--- src/rtl/core/pslex_pkg.sv ---
// ----------------------------------------------------------------------------
// Pascal subset lexer package
// Token classes, scanner kinds, character codes and the keyword and operator
// tables. The table text is packed with the first byte in the lowest bits.
// ----------------------------------------------------------------------------
package pslex_pkg;

  // Default parameter values
  localparam int MAX_LEN_DEFAULT   = 99;
  localparam int LINE_BITS_DEFAULT = 20;

  // Field widths
  localparam int CHAR_BITS    = 8;
  localparam int CLASS_BITS   = 5;
  localparam int OUT_LINE_BITS = 20;
  localparam int LEN_BITS     = 7;
  localparam int PREFIX_BYTES = 7;
  localparam int PREFIX_BITS  = PREFIX_BYTES * CHAR_BITS;
  localparam int NUM_KEYWORDS = 11;
  localparam int NUM_OPERATORS = 16;

  // Largest start line that the result field can show
  localparam logic [31:0] OUT_LINE_LIMIT = 32'h000F_FFFF;

  // Kind of the token that is being collected
  typedef enum logic [1:0] {
    KIND_NONE   = 2'd0,
    KIND_IDENT  = 2'd1,
    KIND_NUMBER = 2'd2,
    KIND_OPER   = 2'd3
  } kind_t;

  // Token classes
  localparam logic [CLASS_BITS-1:0] CLASS_IDENT   = 5'd0;
  localparam logic [CLASS_BITS-1:0] CLASS_INT     = 5'd12;
  localparam logic [CLASS_BITS-1:0] CLASS_REAL    = 5'd13;
  localparam logic [CLASS_BITS-1:0] CLASS_OP_BASE = 5'd14;
  localparam logic [CLASS_BITS-1:0] CLASS_UNKNOWN = 5'd30;
  localparam logic [CLASS_BITS-1:0] CLASS_EOF     = 5'd31;

  // Character codes
  localparam logic [CHAR_BITS-1:0] CHAR_DOT     = 8'h2E;
  localparam logic [CHAR_BITS-1:0] CHAR_NEWLINE = 8'h0A;
  localparam logic [CHAR_BITS-1:0] CHAR_SPACE   = 8'h20;
  localparam logic [CHAR_BITS-1:0] CHAR_TAB     = 8'h09;
  localparam logic [CHAR_BITS-1:0] CHAR_CR      = 8'h0D;

  // Input kinds carried in tuser
  localparam logic FUNC_CHAR = 1'b0;
  localparam logic FUNC_END  = 1'b1;

  // Keywords: program var begin end integer real if then else while do
  localparam logic [PREFIX_BITS-1:0] KW_TEXT [NUM_KEYWORDS] = '{
    56'h6d_61_72_67_6f_72_70,
    56'h72_61_76,
    56'h6e_69_67_65_62,
    56'h64_6e_65,
    56'h72_65_67_65_74_6e_69,
    56'h6c_61_65_72,
    56'h66_69,
    56'h6e_65_68_74,
    56'h65_73_6c_65,
    56'h65_6c_69_68_77,
    56'h6f_64
  };
  localparam logic [LEN_BITS-1:0] KW_LEN [NUM_KEYWORDS] = '{
    7'd7, 7'd3, 7'd5, 7'd3, 7'd7, 7'd4, 7'd2, 7'd4, 7'd4, 7'd5, 7'd2
  };

  // Operators: + - * / > < <= >= := = ; : , . ( )
  localparam logic [PREFIX_BITS-1:0] OP_TEXT [NUM_OPERATORS] = '{
    56'h2b, 56'h2d, 56'h2a, 56'h2f, 56'h3e, 56'h3c, 56'h3d_3c, 56'h3d_3e,
    56'h3d_3a, 56'h3d, 56'h3b, 56'h3a, 56'h2c, 56'h2e, 56'h28, 56'h29
  };
  localparam logic [LEN_BITS-1:0] OP_LEN [NUM_OPERATORS] = '{
    7'd1, 7'd1, 7'd1, 7'd1, 7'd1, 7'd1, 7'd2, 7'd2,
    7'd2, 7'd1, 7'd1, 7'd1, 7'd1, 7'd1, 7'd1, 7'd1
  };

  // Character classes
  function automatic logic is_digit(logic [CHAR_BITS-1:0] c);
    return (c >= 8'd48) && (c <= 8'd57);
  endfunction

  function automatic logic is_alpha(logic [CHAR_BITS-1:0] c);
    return ((c >= 8'd65) && (c <= 8'd90)) || ((c >= 8'd97) && (c <= 8'd122));
  endfunction

  function automatic logic is_space(logic [CHAR_BITS-1:0] c);
    return (c == CHAR_SPACE) || ((c >= CHAR_TAB) && (c <= CHAR_CR));
  endfunction

  // Identifier class: a keyword when text and length match, else identifier.
  // Bytes past the token length are zero, so a full compare is exact.
  function automatic logic [CLASS_BITS-1:0] ident_class(logic [PREFIX_BITS-1:0] p,
                                                        logic [LEN_BITS-1:0] n);
    logic [CLASS_BITS-1:0] cls;
    cls = CLASS_IDENT;
    for (int i = 0; i < NUM_KEYWORDS; i++) begin
      if ((p == KW_TEXT[i]) && (n == KW_LEN[i])) begin
        cls = CLASS_BITS'(i + 1);
      end
    end
    return cls;
  endfunction

  // Operator run class: one of the operators, else unknown.
  function automatic logic [CLASS_BITS-1:0] oper_class(logic [PREFIX_BITS-1:0] p,
                                                       logic [LEN_BITS-1:0] n);
    logic [CLASS_BITS-1:0] cls;
    cls = CLASS_UNKNOWN;
    for (int i = 0; i < NUM_OPERATORS; i++) begin
      if ((p == OP_TEXT[i]) && (n == OP_LEN[i])) begin
        cls = CLASS_OP_BASE + CLASS_BITS'(i);
      end
    end
    return cls;
  endfunction

endpackage

--- src/rtl/core/pascal_subset_lexer.sv ---
// ----------------------------------------------------------------------------
// Pascal subset lexer
// Groups a byte stream into identifier, keyword, number and operator tokens.
// ----------------------------------------------------------------------------
// Usage:
// The input channel (s_*) carries one byte per transaction in s_tdata; s_tuser
// is 0 for a character and 1 for end of input. The output channel (m_*)
// carries one finished token per transaction: class, start line and length,
// with m_tlast set on the last token caused by an input transaction.
// A token appears on m_* in the cycle after the byte that ends it is
// accepted. Throughput: one byte per cycle while s_tready is high; the byte
// is classified and the token state updated in the same cycle, against the
// keyword and operator tables compared in parallel. End of input with an open
// token gives two results, so s_tready stays low while the second (EOF)
// result waits to move into the output register.
// Reset: no token is open and the line count is 1; the output is empty.
// Stall: while m_tready is low a result holds in the output register and
// s_tready stays low until it is taken.
// ----------------------------------------------------------------------------
module pascal_subset_lexer #(
  parameter int MAX_LEN   = pslex_pkg::MAX_LEN_DEFAULT,
  parameter int LINE_BITS = pslex_pkg::LINE_BITS_DEFAULT
) (
  input  logic        clk,
  input  logic        rst,
  // Input channel
  input  logic        s_tvalid,
  output logic        s_tready,
  input  logic [7:0]  s_tdata,   // [7:0] char_code
  input  logic        s_tuser,   // [0] func
  // Output channel
  output logic        m_tvalid,
  input  logic        m_tready,
  output logic [31:0] m_tdata,   // [4:0] token_class, [24:5] start_line,
                                 // [31:25] token_length
  output logic        m_tlast    // last_of_run
);

  localparam int CB = pslex_pkg::CLASS_BITS;
  localparam int OB = pslex_pkg::OUT_LINE_BITS;
  localparam int LB = pslex_pkg::LEN_BITS;
  localparam int PB = pslex_pkg::PREFIX_BITS;
  localparam logic [LB-1:0] LEN_LIMIT = LB'(MAX_LEN);
  localparam logic [LINE_BITS-1:0] LINE_ONE = LINE_BITS'(1);

  // Token state
  pslex_pkg::kind_t     open_kind, open_kind_next;
  logic [PB-1:0]        prefix_chars, prefix_chars_next;
  logic [LB-1:0]        open_length, open_length_next;
  logic                 seen_dot, seen_dot_next;
  logic                 prev_was_digit, prev_was_digit_next;
  logic [LINE_BITS-1:0] line_count, line_count_next;
  logic [LINE_BITS-1:0] open_line, open_line_next;

  // Output register and the pending second result
  logic          out_valid;
  logic [CB-1:0] out_class;
  logic [OB-1:0] out_line;
  logic [LB-1:0] out_len;
  logic          out_last;
  logic          pend_valid;
  logic [OB-1:0] pend_line;

  // Results of the accepted transaction
  logic          r0_valid;
  logic [CB-1:0] r0_class;
  logic [OB-1:0] r0_line;
  logic [LB-1:0] r0_len;
  logic          r0_last;
  logic          r1_valid;

  logic                     accept;
  logic [7:0]               c;
  logic                     c_digit, c_alpha, c_space;
  logic                     cont;
  logic [CB-1:0]            fin_class;
  logic [OB-1:0]            open_line_sat, line_count_sat;
  logic [31:0]              open_line_ext, line_count_ext;
  logic                     start_new;
  pslex_pkg::kind_t         new_kind;

  assign s_tready = !pend_valid && (!out_valid || m_tready);
  assign accept   = s_tvalid && s_tready;
  assign c        = s_tdata;
  assign c_digit  = pslex_pkg::is_digit(c);
  assign c_alpha  = pslex_pkg::is_alpha(c);
  assign c_space  = pslex_pkg::is_space(c);

  // Class of the open token if it ends now
  always_comb begin
    unique case (open_kind)
      pslex_pkg::KIND_NUMBER: fin_class = seen_dot ? pslex_pkg::CLASS_REAL
                                                   : pslex_pkg::CLASS_INT;
      pslex_pkg::KIND_IDENT:  fin_class = pslex_pkg::ident_class(prefix_chars, open_length);
      default:                fin_class = pslex_pkg::oper_class(prefix_chars, open_length);
    endcase
  end

  // Line numbers clipped to the width of the result field
  always_comb begin
    open_line_ext  = 32'(open_line);
    line_count_ext = 32'(line_count);
    open_line_sat  = (open_line_ext > pslex_pkg::OUT_LINE_LIMIT) ?
                     pslex_pkg::OUT_LINE_LIMIT[OB-1:0] : open_line_ext[OB-1:0];
    line_count_sat = (line_count_ext > pslex_pkg::OUT_LINE_LIMIT) ?
                     pslex_pkg::OUT_LINE_LIMIT[OB-1:0] : line_count_ext[OB-1:0];
  end

  // Whether the byte extends the open token
  always_comb begin
    cont = 1'b0;
    if ((open_kind != pslex_pkg::KIND_NONE) && (open_length < LEN_LIMIT)) begin
      unique case (open_kind)
        pslex_pkg::KIND_IDENT:  cont = c_alpha || c_digit;
        pslex_pkg::KIND_NUMBER: cont = c_digit || ((c == pslex_pkg::CHAR_DOT) && prev_was_digit);
        default:                cont = !c_alpha && !c_digit && !c_space;
      endcase
    end
  end

  // Next token state and the results of one transaction
  always_comb begin
    open_kind_next      = open_kind;
    prefix_chars_next   = prefix_chars;
    open_length_next    = open_length;
    seen_dot_next       = seen_dot;
    prev_was_digit_next = prev_was_digit;
    line_count_next     = line_count;
    open_line_next      = open_line;
    r0_valid = 1'b0;
    r0_class = fin_class;
    r0_line  = open_line_sat;
    r0_len   = open_length;
    r0_last  = 1'b1;
    r1_valid = 1'b0;
    start_new = 1'b0;
    new_kind  = open_kind;

    if (s_tuser == pslex_pkg::FUNC_END) begin
      // End of input: flush the open token, then EOF; start a new stream.
      if (open_kind != pslex_pkg::KIND_NONE) begin
        r0_valid = 1'b1;
        r0_last  = 1'b0;
        r1_valid = 1'b1;
      end else begin
        r0_valid = 1'b1;
        r0_class = pslex_pkg::CLASS_EOF;
        r0_line  = line_count_sat;
        r0_len   = '0;
      end
      open_kind_next      = pslex_pkg::KIND_NONE;
      prefix_chars_next   = '0;
      open_length_next    = '0;
      seen_dot_next       = 1'b0;
      prev_was_digit_next = 1'b0;
      line_count_next     = LINE_ONE;
      open_line_next      = LINE_ONE;
    end else if (cont) begin
      new_kind  = open_kind;
      start_new = 1'b1;
    end else begin
      // The byte ends the open token and is scanned as a new start.
      if (open_kind != pslex_pkg::KIND_NONE) begin
        r0_valid = 1'b1;
      end
      open_kind_next      = pslex_pkg::KIND_NONE;
      prefix_chars_next   = '0;
      open_length_next    = '0;
      seen_dot_next       = 1'b0;
      prev_was_digit_next = 1'b0;
      if (c_space) begin
        if ((c == pslex_pkg::CHAR_NEWLINE) && (line_count != '1)) begin
          line_count_next = line_count + LINE_ONE;
        end
      end else begin
        new_kind       = c_alpha ? pslex_pkg::KIND_IDENT :
                         (c_digit ? pslex_pkg::KIND_NUMBER : pslex_pkg::KIND_OPER);
        open_line_next = line_count;
        start_new      = 1'b1;
      end
    end

    // Append the byte to the token, either continued or freshly opened.
    if (start_new) begin
      open_kind_next = new_kind;
      if (open_length_next < LB'(pslex_pkg::PREFIX_BYTES)) begin
        prefix_chars_next = prefix_chars_next |
                            (PB'(c) << (8 * open_length_next[2:0]));
      end
      open_length_next = open_length_next + LB'(1);
      if ((new_kind == pslex_pkg::KIND_NUMBER) && (c == pslex_pkg::CHAR_DOT)) begin
        seen_dot_next = 1'b1;
      end
      prev_was_digit_next = c_digit;
    end
  end

  // State and output registers
  always_ff @(posedge clk) begin
    if (rst) begin
      open_kind      <= pslex_pkg::KIND_NONE;
      prefix_chars   <= '0;
      open_length    <= '0;
      seen_dot       <= 1'b0;
      prev_was_digit <= 1'b0;
      line_count     <= LINE_ONE;
      open_line      <= LINE_ONE;
      out_valid      <= 1'b0;
      pend_valid     <= 1'b0;
    end else begin
      if (accept) begin
        open_kind      <= open_kind_next;
        prefix_chars   <= prefix_chars_next;
        open_length    <= open_length_next;
        seen_dot       <= seen_dot_next;
        prev_was_digit <= prev_was_digit_next;
        line_count     <= line_count_next;
        open_line      <= open_line_next;
        out_valid      <= r0_valid;
        out_class      <= r0_class;
        out_line       <= r0_line;
        out_len        <= r0_len;
        out_last       <= r0_last;
        pend_valid     <= r1_valid;
        pend_line      <= line_count_sat;
      end else if (out_valid && m_tready) begin
        // The EOF result that follows a flushed token moves up.
        if (pend_valid) begin
          out_class  <= pslex_pkg::CLASS_EOF;
          out_line   <= pend_line;
          out_len    <= '0;
          out_last   <= 1'b1;
          pend_valid <= 1'b0;
        end else begin
          out_valid <= 1'b0;
        end
      end
    end
  end

  assign m_tvalid = out_valid;
  assign m_tdata  = {out_len, out_line, out_class};
  assign m_tlast  = out_last;

endmodule
--- config.mk ---
export PLATFORM = sky130hd
export DESIGN_NAME = pascal_subset_lexer
export DESIGN_NICKNAME = d
export VERILOG_FILES = /design/src/rtl/core/pslex_pkg.sv /design/src/rtl/core/pascal_subset_lexer.sv
export SDC_FILE = /design/constraint.sdc
export NUM_CORES = 1
export LEC_CHECK = 0
export BUFFER_PORTS_ARGS = -buffer_cell sky130_fd_sc_hd__buf_2
export CAP_MARGIN = 25
export CORE_MARGIN = 5
export CORE_UTILIZATION = 30
export DETAILED_ROUTE_END_ITERATION = 8
export HOLD_SLACK_MARGIN = 0.12
export MAX_ROUTING_LAYER = met4
export PLACE_DENSITY = 0.46
export SYNTH_ARGS = -nofsm -noshare
export SYNTH_HDL_FRONTEND = slang
export SYNTH_SLANG_ARGS = --single-unit
--- constraint.sdc ---
create_clock -name clk -period 5.6 [get_ports clk]
set_clock_uncertainty 0.15 [all_clocks]
set_input_delay 0 -clock clk [delete_from_list [all_inputs] [get_ports clk]]
set_output_delay 0 -clock clk [all_outputs]
set_load 0.01 [all_outputs]
==> reports/qor.yml <==
run_status:
  outcome: "complete, no violations"
worst_setup_path:
  slowest_delay_ns: 0.54
  r2r_end: "out_class[2]$_SDFFCE_PN1P_"
  worstPathArrival_ns: 3.28
  crit_path_cell_trace: "or4_1 -> nor4b_2 -> nand4_1 -> nor4_4 -> nor3b_1 -> a21oi_1 -> or3_1"
  cp_num_cells: 7
  r2r_start: "prefix_chars[54]$_SDFFE_PP0P_"
  reg2reg_depth: 7
  critPathBufInv: 0
  crit_start: "prefix_chars[54]$_SDFFE_PP0P_"
  regToRegSetupSlack_ns: 2.35
  endpoint: "out_class[2]$_SDFFCE_PN1P_"
  worstPathRequired_ns: 5.63
  crit_family: "simple AND/OR/NAND/NOR gates"
  cp-start-kind: "register"
  path_class: "register to register"
  cp-end-kind: "register"
  crit_slowest_cell: "or4_1"
  path_max_fanout: 6
synth:
  synth_top_family_by_area: "simple AND/OR/NAND/NOR gates"
  muxShareOfSynthArea_pct: 2.87
  synth_compound_area_share_pct: 14.0
  synth-edff-count: 53
  syn_area_per_cell_sq_um: 9.18
  synthXorXnorAreaFrac_pct: 2.05
  synth_area_sq_mm: 0.00767
  synthAdderAreaFrac_pct: 0.815
  synthSimpleGateAreaFrac_pct: 27.8
  syn_inst: 836
  yosysUniqueCellTypes: 71
  ys_seq_area_share_pct: 49.2
  synthFlopType: "dfxtp_1"
  synthArstFlopShare_pct: 0
  ys_ff_latch: 162
  synth_nets: 854
  yosys_warnings: 0
layout:
  post_layout_nonfiller_instances: 1220
  layout_commonest_cell: "dfxtp_1"
  final_cell_mix: "dfxtp_1 (109), nand2_1 (99), nor2_1 (93), a21oi_1 (56), edfxtp_1 (53)"
  layout-drive-gt1-share_pct: 13.4
  multiInputGateArea_sq_mm: 0.00368
  area_growth_pct: 16.6
  diodes: 0
  final_nets: 895
  fillers: 2579
  area.sequential_sq_mm: 0.00377
pwr:
  p_clk_share_pct: 43.6
  seq_power_share_pct: 47.5
  ir_worst_vdd_v: 0.000167
  switching_share_pct: 28.1
  power_frac_comb_pct: 8.9
  power.net_switching_uw: 745
  power.leakage_uw: 0.00316
  intPower_uw: 1910
  pwr_density_cell_mw_per_mm2: 296
  power.total_uw: 2650
floorplanning:
  fp-row-count: 58
  die_w_um: 170
  die-area_sq_mm: 0.0289
  die_h_um: 170
  initial_core_util_pct: 30.5
  coreArea_sq_mm: 0.0252
  ios: 48
flow_run:
  maxCapViolations: 0
global_routing:
  overflow: 0
  grt_pass1_vias: 5981
  grt_max_degree: 61
  grt_pass1_wl_um: 35500
  antenna_found_initial: 0
  grt_usage_pct: 16.0
clock_tree:
  cts_made_buffers: 17
  clk_latency_ns: 0.44
  cts_num_sinks: 162
  cts.clk_slew.worst_paths_ns: 0.07
  cts_tree: "done"
  root_buffer: "clkbuf_16"
  cts-htree-levels: 4
  clock_path_buffers: 2
  post_cts_resized: 0
timing:
  period_needed_ns: 3.25
  fmax_ghz: 0.307
  setup_viol: 0
  tns_ns: 0
  grt_setup_unrepaired: "no"
  maxSlewHeadroom_pct: 41.7
  tightest_slew_ns: 0.872
  hold_viol_final: 0
  final-max-slew-violation-count: 0
  final.period_utilization_pct: 58.1
detailed_routing:
  routed_wl_um: 22200
  drt-pass1-iter-count: 5
  vias_per_cell: 5.23
  drc: 0
  drt_iter0_markers: 464
  wl_per_cell_um: 18.2
  vias: 6383
  antenna_left: 0
placed_design:
  port_buffers: 47
  dp.cells: 1174
  gp_routability_congestion: 0.883
  hpwl_um: 15500
min_path:
  hp-class: "register to register"
registers in the layout, indices dropped and copies added (netlist names):
name,flops
pend_line,20
prev_was_digit,1
out_line,20
open_length,7
line_count,20
m_tlast,1
prefix_chars,56
out_len,7
open_line,20
pend_valid,1
m_tvalid,1
seen_dot,1
open_kind,2
out_class,5
worst reg2reg max path, cell delays in order, from the launching register on:
cell     delay, ns
dfxtp_1       0.32
or4_1         0.54
nor4b_2       0.53
nand4_1       0.42
nor4_4        0.41
nor3b_1       0.23
a21oi_1       0.05
or3_1         0.34
what timing repair did:
action | 4_1_cts | 5_1_grt
hold buffers | 13 | 0
buffers inserted | 0 | 0
hold endpoints to repair | 82 | 0
through the flow:
stage	worst slack [ns]	instance area (sq um)	hold WS, ns	util (%)
floorplan	2.14	7670	-0.0123	-
global placement	2.48	8210	0.204	32.6
detailed placement	2.43	8220	0.204	32.6
CTS	2.41	8940	0.311	35.5
global route	2.13	8950	0.341	35.5
finish	2.35	8950	0.317	35.5
cell type report:
type / count / area share (%)
Clock buffer: 17 / 4.75
Clock inverter: 15 / 1.82
Inverter: 13 / 0.545
Multi-Input combinational cell: 613 / 41.2
Sequential cell: 162 / 42.2
Tap cell: 330 / 4.61
Timing Repair Buffer: 70 / 4.96
power by group through the flow:
stage	sequential, uW	combinational, uW	clock [uW]
after CTS	1260	237	1190
final	1260	236	1160
after detailed placement	1290	230	0
after floorplan	1290	145	0
after global placement	1290	229	0
after global routing	1260	258	1240
synthesized netlist by cell type, types with 10 or more instances:
| library cell | n | area [sq um] |
|---|---|---|
| a21oi_1 | 57 | 285 |
| o21ai_0 | 44 | 220 |
| and3_1 | 19 | 119 |
| edfxtp_1 | 53 | 1590 |
| nand3_1 | 39 | 195 |
| nor2_1 | 94 | 353 |
| dfxtp_1 | 109 | 2180 |
| clkbuf_1 | 33 | 124 |
| or4_1 | 10 | 75.1 |
| nor4_1 | 18 | 113 |
| inv_1 | 13 | 48.8 |
| a22o_1 | 10 | 87.6 |
| nand2_1 | 99 | 372 |
| mux2i_1 | 22 | 220 |
| nor2b_1 | 15 | 93.8 |
| nor3_1 | 16 | 80.1 |
| xor2_1 | 17 | 149 |
| nand4_1 | 24 | 150 |
worst min-delay path by stage:
stage                                    end                           from  cells after the start
5_1_grt        prefix_chars[30]$_SDFFE_PP0P_  prefix_chars[30]$_SDFFE_PP0P_                      2
6_report       prefix_chars[29]$_SDFFE_PP0P_  prefix_chars[29]$_SDFFE_PP0P_                      2
3_3_place_gp         pend_valid$_SDFFE_PP0P_                       m_tready                      4
2_1_floorplan  prefix_chars[47]$_SDFFE_PP0P_                     s_tdata[7]                      2
3_5_place_dp         pend_valid$_SDFFE_PP0P_                       m_tready                      4
4_1_cts                m_tvalid$_SDFFE_PP0P_                       m_tready                      4
kinds of logic (layout without fill, tap and decap cells):
| kind of cell | after synthesis | after routing |
|---|---|---|
| buffers and inverters | 61 | 115 |
| flip-flops | 162 | 162 |
| multiplexers | 22 | 22 |
| AO/OA/AOI/OAI | 168 | 168 |
| XOR/XNOR | 18 | 18 |
| adder cells (fa/ha/maj) | 5 | 5 |
| AND/OR/NAND/NOR | 400 | 400 |
routing by layer:
metal | vias to the layer above | routed length [um] | track usage (%)
li1 | 3171 | - | -
met1 | 3036 | 11900 | 24.0
met2 | 158 | 9110 | 21.8
met3 | 18 | 938 | 2.67
met4 | 0 | 274 | 4.69
met5 | - | 0 | -
No activity file was read; power rests on OpenSTA's default activity.
